[src/tel_pkg.sv]
// shared types and constants of the timestamped event ring logger
`default_nettype none

package tel_pkg;

    localparam int LOG_ENTRIES_DEF = 64;

    localparam int OP_W      = 2;
    localparam int COUNT_W   = 16;
    localparam int BCD_W     = 20;
    localparam int WORD_W    = 32;
    localparam int ROLL_W    = 8;
    localparam int WARN_W    = 7;
    localparam int ICON_W    = 2;

    // remainder unit: 18-bit dividend, divisor up to 13 bits
    // quotient by reciprocal multiply, then one multiply and subtract
    localparam int REM_W     = 18;
    localparam int DIV_W     = 13;
    localparam int RECIP_W   = 29;
    localparam int RECIP_SH  = 30;
    localparam int QUO_W     = 16;
    localparam int YEAR_MOD  = 200;

    localparam int STEP_W    = 3;
    localparam int RD_WORDS  = 4;

    localparam logic [OP_W-1:0] OP_TALLY     = 2'd0;
    localparam logic [OP_W-1:0] OP_CNT_RESET = 2'd1;
    localparam logic [OP_W-1:0] OP_CLEAR_LOG = 2'd2;
    localparam logic [OP_W-1:0] OP_READ      = 2'd3;

    localparam logic [ICON_W-1:0] ICON_OFF   = 2'd0;
    localparam logic [ICON_W-1:0] ICON_BLINK = 2'd1;
    localparam logic [ICON_W-1:0] ICON_ON    = 2'd2;

    localparam logic [1:0] MUL_HOUR = 2'd0;
    localparam logic [1:0] MUL_MIN  = 2'd1;
    localparam logic [1:0] MUL_SEC  = 2'd2;

    typedef struct packed {
        logic       load;
        logic       clr_step;
        logic       quo_step;
        logic       fold_step;
        logic       stamp;
        logic       mul;
        logic [1:0] mul_sel;
        logic       wr_log;
        logic       rd_issue;
        logic       rd_first;
        logic       rd_capture;
        logic [1:0] rd_slot;
        logic       header;
        logic       cnt_zero;
        logic       done;
    } dp_cmd_t;

    typedef struct packed {
        logic [OP_W-1:0] op;
        logic            burst_zero;
        logic            clr_last;
    } dp_status_t;

endpackage

`default_nettype wire

[src/tel_ctrl.sv]
// sequencer of the event logger: steps the datapath through each opcode
`default_nettype none

module tel_ctrl (
    input  wire logic             clk,
    input  wire logic             rst_n,
    input  wire logic             start,
    output logic                  busy,
    output tel_pkg::dp_cmd_t      cmd,
    input  wire tel_pkg::dp_status_t status
);
    import tel_pkg::*;

    localparam logic [3:0] S_INIT     = 4'd0;
    localparam logic [3:0] S_IDLE     = 4'd1;
    localparam logic [3:0] S_DISPATCH = 4'd2;
    localparam logic [3:0] S_ZERO     = 4'd3;
    localparam logic [3:0] S_CLEAR    = 4'd4;
    localparam logic [3:0] S_HEADER   = 4'd5;
    localparam logic [3:0] S_QUO      = 4'd6;
    localparam logic [3:0] S_STAMP    = 4'd7;
    localparam logic [3:0] S_MUL1     = 4'd8;
    localparam logic [3:0] S_MUL2     = 4'd9;
    localparam logic [3:0] S_MUL3     = 4'd10;
    localparam logic [3:0] S_WRITE    = 4'd11;
    localparam logic [3:0] S_READ     = 4'd12;
    localparam logic [3:0] S_FINISH   = 4'd13;
    localparam logic [3:0] S_FOLD     = 4'd14;

    logic [3:0]        state_reg;
    logic [3:0]        state_next;
    logic [STEP_W-1:0] step_reg;
    logic [STEP_W-1:0] step_next;

    always_ff @(posedge clk or negedge rst_n)
    begin
        if (!rst_n)
        begin
            state_reg <= S_INIT;
            step_reg  <= '0;
        end
        else
        begin
            state_reg <= state_next;
            step_reg  <= step_next;
        end
    end

    assign busy = (state_reg != S_IDLE);

    always_comb
    begin
        state_next = state_reg;
        step_next  = step_reg;
        cmd        = '0;
        unique case (state_reg)
            S_INIT:
            begin
                cmd.clr_step = 1'b1;
                if (status.clr_last)
                    state_next = S_IDLE;
            end
            S_IDLE:
            begin
                if (start)
                begin
                    cmd.load   = 1'b1;
                    state_next = S_DISPATCH;
                end
            end
            S_DISPATCH:
            begin
                step_next = '0;
                unique case (status.op)
                    OP_TALLY:     state_next = S_QUO;
                    OP_CNT_RESET: state_next = S_ZERO;
                    OP_CLEAR_LOG: state_next = S_CLEAR;
                    default:      state_next = status.burst_zero ? S_HEADER : S_QUO;
                endcase
            end
            S_ZERO:
            begin
                cmd.cnt_zero = 1'b1;
                state_next   = S_FINISH;
            end
            S_CLEAR:
            begin
                cmd.clr_step = 1'b1;
                if (status.clr_last)
                    state_next = S_FINISH;
            end
            S_HEADER:
            begin
                cmd.header = 1'b1;
                state_next = S_FINISH;
            end
            S_QUO:
            begin
                cmd.quo_step = 1'b1;
                state_next   = S_FOLD;
            end
            S_FOLD:
            begin
                cmd.fold_step = 1'b1;
                state_next    = (status.op == OP_TALLY) ? S_STAMP : S_READ;
            end
            S_STAMP:
            begin
                cmd.stamp  = 1'b1;
                state_next = S_MUL1;
            end
            S_MUL1:
            begin
                cmd.mul     = 1'b1;
                cmd.mul_sel = MUL_HOUR;
                state_next  = S_MUL2;
            end
            S_MUL2:
            begin
                cmd.mul     = 1'b1;
                cmd.mul_sel = MUL_MIN;
                state_next  = S_MUL3;
            end
            S_MUL3:
            begin
                cmd.mul     = 1'b1;
                cmd.mul_sel = MUL_SEC;
                state_next  = S_WRITE;
            end
            S_WRITE:
            begin
                cmd.wr_log = 1'b1;
                state_next = S_FINISH;
            end
            S_READ:
            begin
                // each word is captured in the cycle after its read is issued
                cmd.rd_issue   = (step_reg < STEP_W'(RD_WORDS));
                cmd.rd_first   = (step_reg == '0);
                cmd.rd_capture = (step_reg != '0);
                cmd.rd_slot    = 2'(step_reg - 1'b1);
                step_next      = step_reg + 1'b1;
                if (step_reg == STEP_W'(RD_WORDS))
                begin
                    step_next  = '0;
                    state_next = S_FINISH;
                end
            end
            S_FINISH:
            begin
                cmd.done   = 1'b1;
                state_next = S_IDLE;
            end
            default:
            begin
                state_next = S_IDLE;
            end
        endcase
    end

endmodule

`default_nettype wire

[src/tel_dp.sv]
// datapath of the event logger: timestamp math, ring memory, counters and result words
`default_nettype none

module tel_dp #(
    parameter int LOG_ENTRIES = tel_pkg::LOG_ENTRIES_DEF
) (
    input  wire logic                         clk,
    input  wire logic                         rst_n,
    input  wire tel_pkg::dp_cmd_t             cmd,
    output tel_pkg::dp_status_t               status,
    input  wire logic [tel_pkg::OP_W-1:0]     opcode,
    input  wire logic [11:0]                  year,
    input  wire logic [3:0]                   month,
    input  wire logic [4:0]                   day,
    input  wire logic [4:0]                   hour,
    input  wire logic [5:0]                   minute,
    input  wire logic [5:0]                   second,
    input  wire logic [15:0]                  burst,
    input  wire logic                         cfg_wr_en,
    input  wire logic [tel_pkg::WARN_W-1:0]   cfg_wr_data,
    output logic                              done,
    output logic [tel_pkg::BCD_W-1:0]         count_bcd,
    output logic [tel_pkg::WORD_W-1:0]        word_a,
    output logic [tel_pkg::WORD_W-1:0]        word_b,
    output logic [tel_pkg::WORD_W-1:0]        word_c,
    output logic [tel_pkg::WORD_W-1:0]        word_d,
    output logic [tel_pkg::ICON_W-1:0]        icon_state
);
    import tel_pkg::*;

    localparam int AW = $clog2(LOG_ENTRIES);
    localparam logic [AW-1:0] LAST_ADDR = AW'(LOG_ENTRIES - 1);
    localparam int PROD_W = REM_W + RECIP_W;
    localparam int FOLD_W = QUO_W + DIV_W;

    // reciprocals rounded up: exact quotient for any dividend below 2^REM_W
    localparam logic [RECIP_W-1:0] IDX_RECIP =
        RECIP_W'(((64'd1 << RECIP_SH) / 64'(LOG_ENTRIES)) + 64'd1);
    localparam logic [RECIP_W-1:0] YEAR_RECIP =
        RECIP_W'(((64'd1 << RECIP_SH) / 64'(YEAR_MOD)) + 64'd1);

    function automatic logic [8:0] days_before(input logic [3:0] m);
        logic [8:0] d;
        unique case (m)
            4'd1:    d = 9'd0;
            4'd2:    d = 9'd31;
            4'd3:    d = 9'd59;
            4'd4:    d = 9'd90;
            4'd5:    d = 9'd120;
            4'd6:    d = 9'd151;
            4'd7:    d = 9'd181;
            4'd8:    d = 9'd212;
            4'd9:    d = 9'd243;
            4'd10:   d = 9'd273;
            4'd11:   d = 9'd304;
            4'd12:   d = 9'd334;
            default: d = 9'd0;
        endcase
        return d;
    endfunction

    function automatic logic [BCD_W-1:0] bcd_inc(input logic [BCD_W-1:0] v);
        logic [BCD_W-1:0] r;
        logic             c;
        r = v;
        c = 1'b1;
        for (int k = 0; k < BCD_W / 4; k++)
        begin
            if (c)
            begin
                if (r[4*k +: 4] == 4'd9)
                    r[4*k +: 4] = 4'd0;
                else
                begin
                    r[4*k +: 4] = r[4*k +: 4] + 4'd1;
                    c = 1'b0;
                end
            end
        end
        return r;
    endfunction

    // captured item
    logic [OP_W-1:0]   op_reg;
    logic [11:0]       year_reg;
    logic [3:0]        month_reg;
    logic [4:0]        day_reg;
    logic [4:0]        hour_reg;
    logic [5:0]        minute_reg;
    logic [5:0]        second_reg;
    logic              burst_zero_reg;

    // state
    logic [COUNT_W-1:0] tally_reg;
    logic [BCD_W-1:0]   bcd_reg;
    logic [AW-1:0]      wp_reg;
    logic [ROLL_W-1:0]  roll_reg;
    logic [ICON_W-1:0]  icon_reg;
    logic [WARN_W-1:0]  warn_reg;
    logic [AW-1:0]      clr_addr_reg;
    logic               done_reg;

    // working registers
    logic [REM_W-1:0]   rem_reg;
    logic [QUO_W-1:0]   quo_reg;
    logic [WORD_W-1:0]  acc_reg;
    logic [AW-1:0]      rd_idx_reg;
    logic [WORD_W-1:0]  mem_q_reg;
    logic [WORD_W-1:0]  word_reg [RD_WORDS];

    logic [WORD_W-1:0]  log_mem [LOG_ENTRIES];

    logic [RECIP_W-1:0] recip;
    logic [DIV_W-1:0]   divisor;
    logic [PROD_W-1:0]  quo_prod;
    logic [FOLD_W-1:0]  fold_prod;
    logic [7:0]         y;
    logic [16:0]        y365;
    logic [6:0]         yq;
    logic               leap;
    logic [WORD_W-1:0]  days;
    logic [5:0]         mul_k;
    logic [5:0]         mul_add;
    logic [WORD_W-1:0]  prod;
    logic [AW-1:0]      rd_addr;
    logic [AW-1:0]      wp_next;
    logic [ROLL_W-1:0]  roll_next;
    logic [15:0]        burst_m1;
    logic               mem_we;
    logic [AW-1:0]      mem_wa;
    logic [WORD_W-1:0]  mem_wd;

    assign status.op         = op_reg;
    assign status.burst_zero = burst_zero_reg;
    assign status.clr_last   = (clr_addr_reg == LAST_ADDR);

    // year mod 200 for a tally, first burst index mod ring size for a read
    assign recip     = (op_reg == OP_TALLY) ? YEAR_RECIP : IDX_RECIP;
    assign divisor   = (op_reg == OP_TALLY) ? DIV_W'(YEAR_MOD) : DIV_W'(LOG_ENTRIES);
    assign quo_prod  = PROD_W'(rem_reg) * PROD_W'(recip);
    assign fold_prod = FOLD_W'(quo_reg) * FOLD_W'(divisor);

    // day number since the epoch
    assign y    = rem_reg[7:0];
    assign y365 = 17'(y) * 17'd365;
    assign yq   = 7'((9'(y) + 9'd3) >> 2);
    assign leap = (month_reg >= 4'd3) && (month_reg <= 4'd12) && (year_reg[1:0] == 2'd0);
    assign days = 32'(y365) + 32'(yq) + 32'(days_before(month_reg)) + 32'(leap)
                + 32'(day_reg) - 32'd1;

    always_comb
    begin
        case (cmd.mul_sel)
            MUL_HOUR:
            begin
                mul_k   = 6'd24;
                mul_add = 6'(hour_reg);
            end
            MUL_MIN:
            begin
                mul_k   = 6'd60;
                mul_add = minute_reg;
            end
            default:
            begin
                mul_k   = 6'd60;
                mul_add = second_reg;
            end
        endcase
    end

    assign prod = acc_reg * 32'(mul_k);

    assign rd_addr   = cmd.rd_first ? rem_reg[AW-1:0] : rd_idx_reg;
    assign wp_next   = (wp_reg == LAST_ADDR) ? '0 : wp_reg + 1'b1;
    assign roll_next = (wp_reg == LAST_ADDR) ? roll_reg + 1'b1 : roll_reg;
    assign burst_m1  = burst - 16'd1;

    assign mem_we = cmd.clr_step || cmd.wr_log;
    assign mem_wa = cmd.clr_step ? clr_addr_reg : wp_reg;
    assign mem_wd = cmd.clr_step ? '0 : acc_reg;

    always_ff @(posedge clk)
    begin
        if (mem_we)
            log_mem[mem_wa] <= mem_wd;
        if (cmd.rd_issue)
            mem_q_reg <= log_mem[rd_addr];
    end

    always_ff @(posedge clk)
    begin
        if (cmd.load)
        begin
            op_reg         <= opcode;
            year_reg       <= year;
            month_reg      <= month;
            day_reg        <= day;
            hour_reg       <= hour;
            minute_reg     <= minute;
            second_reg     <= second;
            burst_zero_reg <= (burst == 16'd0);
            for (int k = 0; k < RD_WORDS; k++)
                word_reg[k] <= '0;
            if (opcode == OP_TALLY)
                rem_reg <= REM_W'(year);
            else
                rem_reg <= {burst_m1, 2'b00};
        end
        else
        begin
            if (cmd.quo_step)
                quo_reg <= QUO_W'(quo_prod >> RECIP_SH);
            if (cmd.fold_step)
                rem_reg <= rem_reg - REM_W'(fold_prod);
            if (cmd.stamp)
                acc_reg <= days;
            if (cmd.mul)
                acc_reg <= prod + 32'(mul_add);
            if (cmd.wr_log)
                word_reg[0] <= acc_reg;
            if (cmd.header)
            begin
                word_reg[0] <= WORD_W'(LOG_ENTRIES);
                word_reg[1] <= WORD_W'(wp_reg);
                word_reg[2] <= WORD_W'(roll_reg);
            end
            if (cmd.rd_issue)
                rd_idx_reg <= (rd_addr == LAST_ADDR) ? '0 : rd_addr + 1'b1;
            if (cmd.rd_capture)
                word_reg[cmd.rd_slot] <= mem_q_reg;
        end
    end

    always_ff @(posedge clk or negedge rst_n)
    begin
        if (!rst_n)
        begin
            tally_reg    <= '0;
            bcd_reg      <= '0;
            wp_reg       <= '0;
            roll_reg     <= '0;
            icon_reg     <= ICON_OFF;
            warn_reg     <= WARN_W'(48);
            clr_addr_reg <= '0;
            done_reg     <= 1'b0;
        end
        else
        begin
            done_reg <= cmd.done;
            if (cfg_wr_en)
                warn_reg <= cfg_wr_data;
            if (cmd.clr_step)
            begin
                clr_addr_reg <= (clr_addr_reg == LAST_ADDR) ? '0 : clr_addr_reg + 1'b1;
                wp_reg       <= '0;
                roll_reg     <= '0;
                icon_reg     <= ICON_OFF;
            end
            if (cmd.cnt_zero)
            begin
                tally_reg <= '0;
                bcd_reg   <= '0;
            end
            if (cmd.wr_log)
            begin
                tally_reg <= tally_reg + 1'b1;
                // 16-bit count wraps to zero after 65535
                bcd_reg   <= (tally_reg == '1) ? '0 : bcd_inc(bcd_reg);
                wp_reg    <= wp_next;
                roll_reg  <= roll_next;
                if (roll_next != '0)
                    icon_reg <= ICON_ON;
                else if (16'(wp_next) > 16'(warn_reg))
                    icon_reg <= ICON_BLINK;
            end
        end
    end

    assign done       = done_reg;
    assign count_bcd  = bcd_reg;
    assign word_a     = word_reg[0];
    assign word_b     = word_reg[1];
    assign word_c     = word_reg[2];
    assign word_d     = word_reg[3];
    assign icon_state = icon_reg;

endmodule

`default_nettype wire

[src/timestamped_event_ring_logger_core.sv]
// top level of the timestamped event ring logger
//
// command port: an item (opcode and its fields) is taken at a clock edge with start high
// and busy low. each item gives one result word on count_bcd, word_a..word_d and
// icon_state, valid for the single cycle in which done is high; the receiver cannot
// stall and must take it then.
// tally and read burst share a remainder unit (reciprocal multiply, then multiply and
// subtract). a tally runs the remainder, day math, three multiply steps and the log write
// before the edge that takes its result; a read burst runs the remainder, then four
// single-port memory reads. clear log sweeps the ring one entry a cycle.
// one item is worked at a time; busy stays high until its result is issued.
// after reset the ring is cleared by the same sweep, with busy high;
// cfg_wr_en / cfg_wr_data write warn_level (reset 48) at any edge and are taken at once,
// but should only be written while idle.
`default_nettype none

module timestamped_event_ring_logger_core #(
    parameter int LOG_ENTRIES = tel_pkg::LOG_ENTRIES_DEF
) (
    input  wire logic                         clk,
    input  wire logic                         rst_n,
    input  wire logic                         start,
    output logic                              busy,
    input  wire logic [tel_pkg::OP_W-1:0]     opcode,
    input  wire logic [11:0]                  year,
    input  wire logic [3:0]                   month,
    input  wire logic [4:0]                   day,
    input  wire logic [4:0]                   hour,
    input  wire logic [5:0]                   minute,
    input  wire logic [5:0]                   second,
    input  wire logic [15:0]                  burst,
    input  wire logic                         cfg_wr_en,
    input  wire logic [tel_pkg::WARN_W-1:0]   cfg_wr_data,
    output logic                              done,
    output logic [tel_pkg::BCD_W-1:0]         count_bcd,
    output logic [tel_pkg::WORD_W-1:0]        word_a,
    output logic [tel_pkg::WORD_W-1:0]        word_b,
    output logic [tel_pkg::WORD_W-1:0]        word_c,
    output logic [tel_pkg::WORD_W-1:0]        word_d,
    output logic [tel_pkg::ICON_W-1:0]        icon_state
);
    import tel_pkg::*;

    dp_cmd_t    cmd;
    dp_status_t status;

    tel_ctrl u_ctrl (
        .clk    (clk),
        .rst_n  (rst_n),
        .start  (start),
        .busy   (busy),
        .cmd    (cmd),
        .status (status)
    );

    tel_dp #(
        .LOG_ENTRIES (LOG_ENTRIES)
    ) u_dp (
        .clk         (clk),
        .rst_n       (rst_n),
        .cmd         (cmd),
        .status      (status),
        .opcode      (opcode),
        .year        (year),
        .month       (month),
        .day         (day),
        .hour        (hour),
        .minute      (minute),
        .second      (second),
        .burst       (burst),
        .cfg_wr_en   (cfg_wr_en),
        .cfg_wr_data (cfg_wr_data),
        .done        (done),
        .count_bcd   (count_bcd),
        .word_a      (word_a),
        .word_b      (word_b),
        .word_c      (word_c),
        .word_d      (word_d),
        .icon_state  (icon_state)
    );

endmodule

`default_nettype wire

[config.mk]
export PLATFORM = sky130hd
export DESIGN_NAME = timestamped_event_ring_logger_core
export DESIGN_NICKNAME = d
export VERILOG_FILES = /design/src/tel_pkg.sv /design/src/tel_ctrl.sv /design/src/tel_dp.sv /design/src/timestamped_event_ring_logger_core.sv
export SDC_FILE = /design/constraint.sdc
export NUM_CORES = 2
export LEC_CHECK = 0
export ABC_AREA = 0
export BUFFER_PORTS_ARGS = -buffer_cell sky130_fd_sc_hd__buf_2
export CORE_UTILIZATION = 45
export DETAILED_ROUTE_END_ITERATION = 8
export SLEW_MARGIN = 20
export SYNTH_ARGS = -nofsm -noshare
export SYNTH_HDL_FRONTEND = slang
export SYNTH_SLANG_ARGS = --single-unit
[constraint.sdc]
create_clock -name clk -period 17.75 [get_ports clk]
set_clock_uncertainty 0.2 [all_clocks]
set_input_delay 1.775 -clock clk [delete_from_list [all_inputs] [get_ports clk]]
set_output_delay 1.775 -clock clk [all_outputs]
set_load 0.05 [all_outputs]
==> reports/summary.txt <==
Cell mode on critical path: buf_4
Setup bufs post-CTS: 0
Synth Area in XOR/XNOR: 0.922%
#FFs+latches synth: 2392
# H-tree levels: 4
Starting Density: 45.3%
Seq/Total Area, Yosys: 64.8%
Drt first pass iters: 6
Die area: 0.247 sq mm
Max FFs per register: 2048
CP startpoint kind: register
CP Class: reg -> reg
Critical Path RT: 18.09 ns
Final GP Congestion: 0.891
Post_cts resized: 0
Fin nets: 8215
Core ar.: 0.243 sq mm
Crit end category: register
Max Slew Vio Count: 0
CTS sink cnt: 2392
Yosys cell types: 76
# IOs: 219
Vias in the first global route: 63905
CP peak stage delay: 0.78 ns
Endpoints failing setup: 0
Status: complete, no violations
Initial antenna violation count: 21
Synth async-reset ratio: 3.05%
Port Buffers: 218
Worst-path clk slew: 0.06 ns
Slew @ Worst Pin: 1.21 ns
Site Rows: 181
Cts hold-fix bufs: 0
Layout cell share with drive strength beyond 1: 16.5%
Vias/cell: 5.95
Gate Count Post-Synth: 7180
Maximum buffer depth of the clock tree: 3
Drt drc: 0
Vias: 64640
Post-DP HPWL: 179 mm
Setup TNS: 0 ns
Layout area overhead: 11.8%
Worst-path cell chain: inv_1 -> ha_1 -> nor2b_1 -> nand2_2 -> mux2_8 -> buf_4 -> buf_4 -> buf_4 -> buf_4 -> mux4_2 -> nand2_1 -> nand3_1 -> a31oi_1 -> a21oi_1
Layout fillers: 20254
DR WL/cell: 27.9 um
Total GRT Usage: 24.4%
Mux share of post-synthesis cell area: 8.09%
RSZ-0062 raised after global routing: false
CP Data Arrival Time: 7.95 ns
Post-DRT Antenna Nets: 0
Commonest cells after routing, fill and taps aside: 2310 x edfxtp_1, 909 x nand2_1, 488 x inv_1
Post-synth EDFFs: 2310
Cells on worst reg2reg path: 14
Hold Path Class: reg -> reg
Commonest non-fill, non-tap cell in the layout: edfxtp_1
First-pass GRT wire length: 440 mm
Pin count of the biggest net entering global routing: 146
Wirelength, routed: 304 mm
Critical Path Fanout Max: 60
Hold path depth: 1
Synth Area in Compound Gates: 5.80%
Total number of yosys warnings: 0
Synth Cell Area: 0.110 sq mm
First DRT Iteration DRCs: 7622
Cell taking the most area after synthesis: edfxtp_1
Highest Clock Rate: 131 MHz
Largest family of logic cells by synthesized area: adder cells
Num CTS Buffers: 236
Die width: 497 um
Fin. Hold Viols: 0
Synth Area in Simple Gates: 7.45%
Rel. slew slack: 19.0%
Adder-Cell Fraction of Synth Area: 9.64%
Fin crit share: 42.9%
Slowest stage cell, crit path: mux2_8
Die height: 497 um
Root Driver: clkbuf_16
Clock Latency Late Sink: 0.89 ns
Crit path time final: 7.61 ns
Syn avg cell area: 15.3 sq um
GR Overflow Total: 0
Largest cells by area after synthesis: edfxtp_1 63%, mux4_2 7.8%, ha_1 5.0%, fa_1 4.6%, nand2_1 3.1%
Synth top area share: 63.0%
CTS tree: done
Top FF cell, synth: edfxtp_1
Max-Cap Viols: 0
==> path summary, 6_finish.rpt <==
path | start | endpoint | slack [ns]
worst max-delay path | u_ctrl.step_reg[0] | u_dp.mem_q_reg[31] | 10.14
worst min-delay path | u_dp.tally_reg[7] | u_dp.tally_reg[7] | 0.28
worst max register to register | u_ctrl.step_reg[0] | u_dp.mem_q_reg[31] | 10.14
worst min register to register | u_dp.tally_reg[7] | u_dp.tally_reg[7] | 0.28
max in group asynchronous | rst_n | u_dp.warn_reg[4] | 16.01
min in group asynchronous | rst_n | u_dp.count_bcd[11] | 0.67
==> critical path: cells and delay by family, from the launching register on <==
| family | cells | cell delay, ns |
|---|---|---|
| buffers and inverters | 5 | 3.02 |
| adder cells (fa/ha/maj) | 1 | 0.21 |
| AND/OR/NAND/NOR | 4 | 1.28 |
| AO/OA/AOI/OAI | 2 | 0.77 |
| flip-flops | 1 | 0.42 |
| multiplexers | 2 | 1.17 |
==> synth_stat cells, types with 15 or more instances <==
library cell / count
mux4_2: 384
ha_1: 441
xor2_1: 43
dfrtp_1: 71
buf_1: 18
nand3_1: 172
fa_1: 255
a21o_1: 39
nor2b_1: 23
buf_4: 23
and2_1: 175
nand2b_1: 30
clkbuf_1: 212
buf_6: 31
a31oi_1: 90
o211ai_1: 15
o21ai_0: 149
nor2_1: 183
a211oi_1: 142
o31ai_1: 21
and3_1: 156
a22o_1: 49
xnor2_1: 73
buf_2: 78
a21oi_1: 157
nor3_1: 62
nand2_1: 909
edfxtp_1: 2310
inv_1: 488
or2_2: 17
a311oi_1: 191
==> through the flow <==
step / cells / hold slack (ns) / util (%) / setup WS (ns) / instance area (sq um)
global route: 10853 / 0.314 / 50.6 / 9.66 / 123000
detailed placement: 10415 / 0.274 / 47.5 / 10.12 / 116000
global placement: 10415 / 0.262 / 47.5 / 10.14 / 116000
finish: 10867 / 0.284 / 50.6 / 10.14 / 123000
CTS: 10850 / 0.282 / 50.6 / 10.09 / 123000
floorplan: 7190 / 0.242 / - / 10.88 / 110000
==> layout make-up <==
| type | instances | area, sq um | area share [%] |
|---|---|---|---|
| multi-input cells | 3943 | 35900 | 29.2 |
| clock buffers | 288 | 6210 | 5.04 |
| diodes | 16 | 40.0 | 0.0325 |
| inverters | 491 | 1860 | 1.51 |
| flip-flops and latches | 2392 | 71400 | 58.0 |
| clock inverters | 147 | 1270 | 1.03 |
| repair buffers | 388 | 2460 | 2.00 |
| well taps | 3202 | 4010 | 3.25 |
==> kinds of logic after synthesis <==
group,after synthesis
XOR/XNOR,116
AO/OA/AOI/OAI,922
flip-flops,2392
adder cells (fa/ha/maj),696
other,2
AND/OR/NAND/NOR,1788
buffers and inverters,855
multiplexers,409
==> layer usage <==
layer	track usage, %	vias up	part of all wire [%]
li1	-	27702	-
met1	35.2	33745	42
met2	38.3	2808	46
met3	4.28	383	8.7
met4	6.08	2	2.4
met5	0	-	0.0033
Power is not shown: default switching activity piles up to over one toggle a cycle in this logic, so the estimate is an artifact.
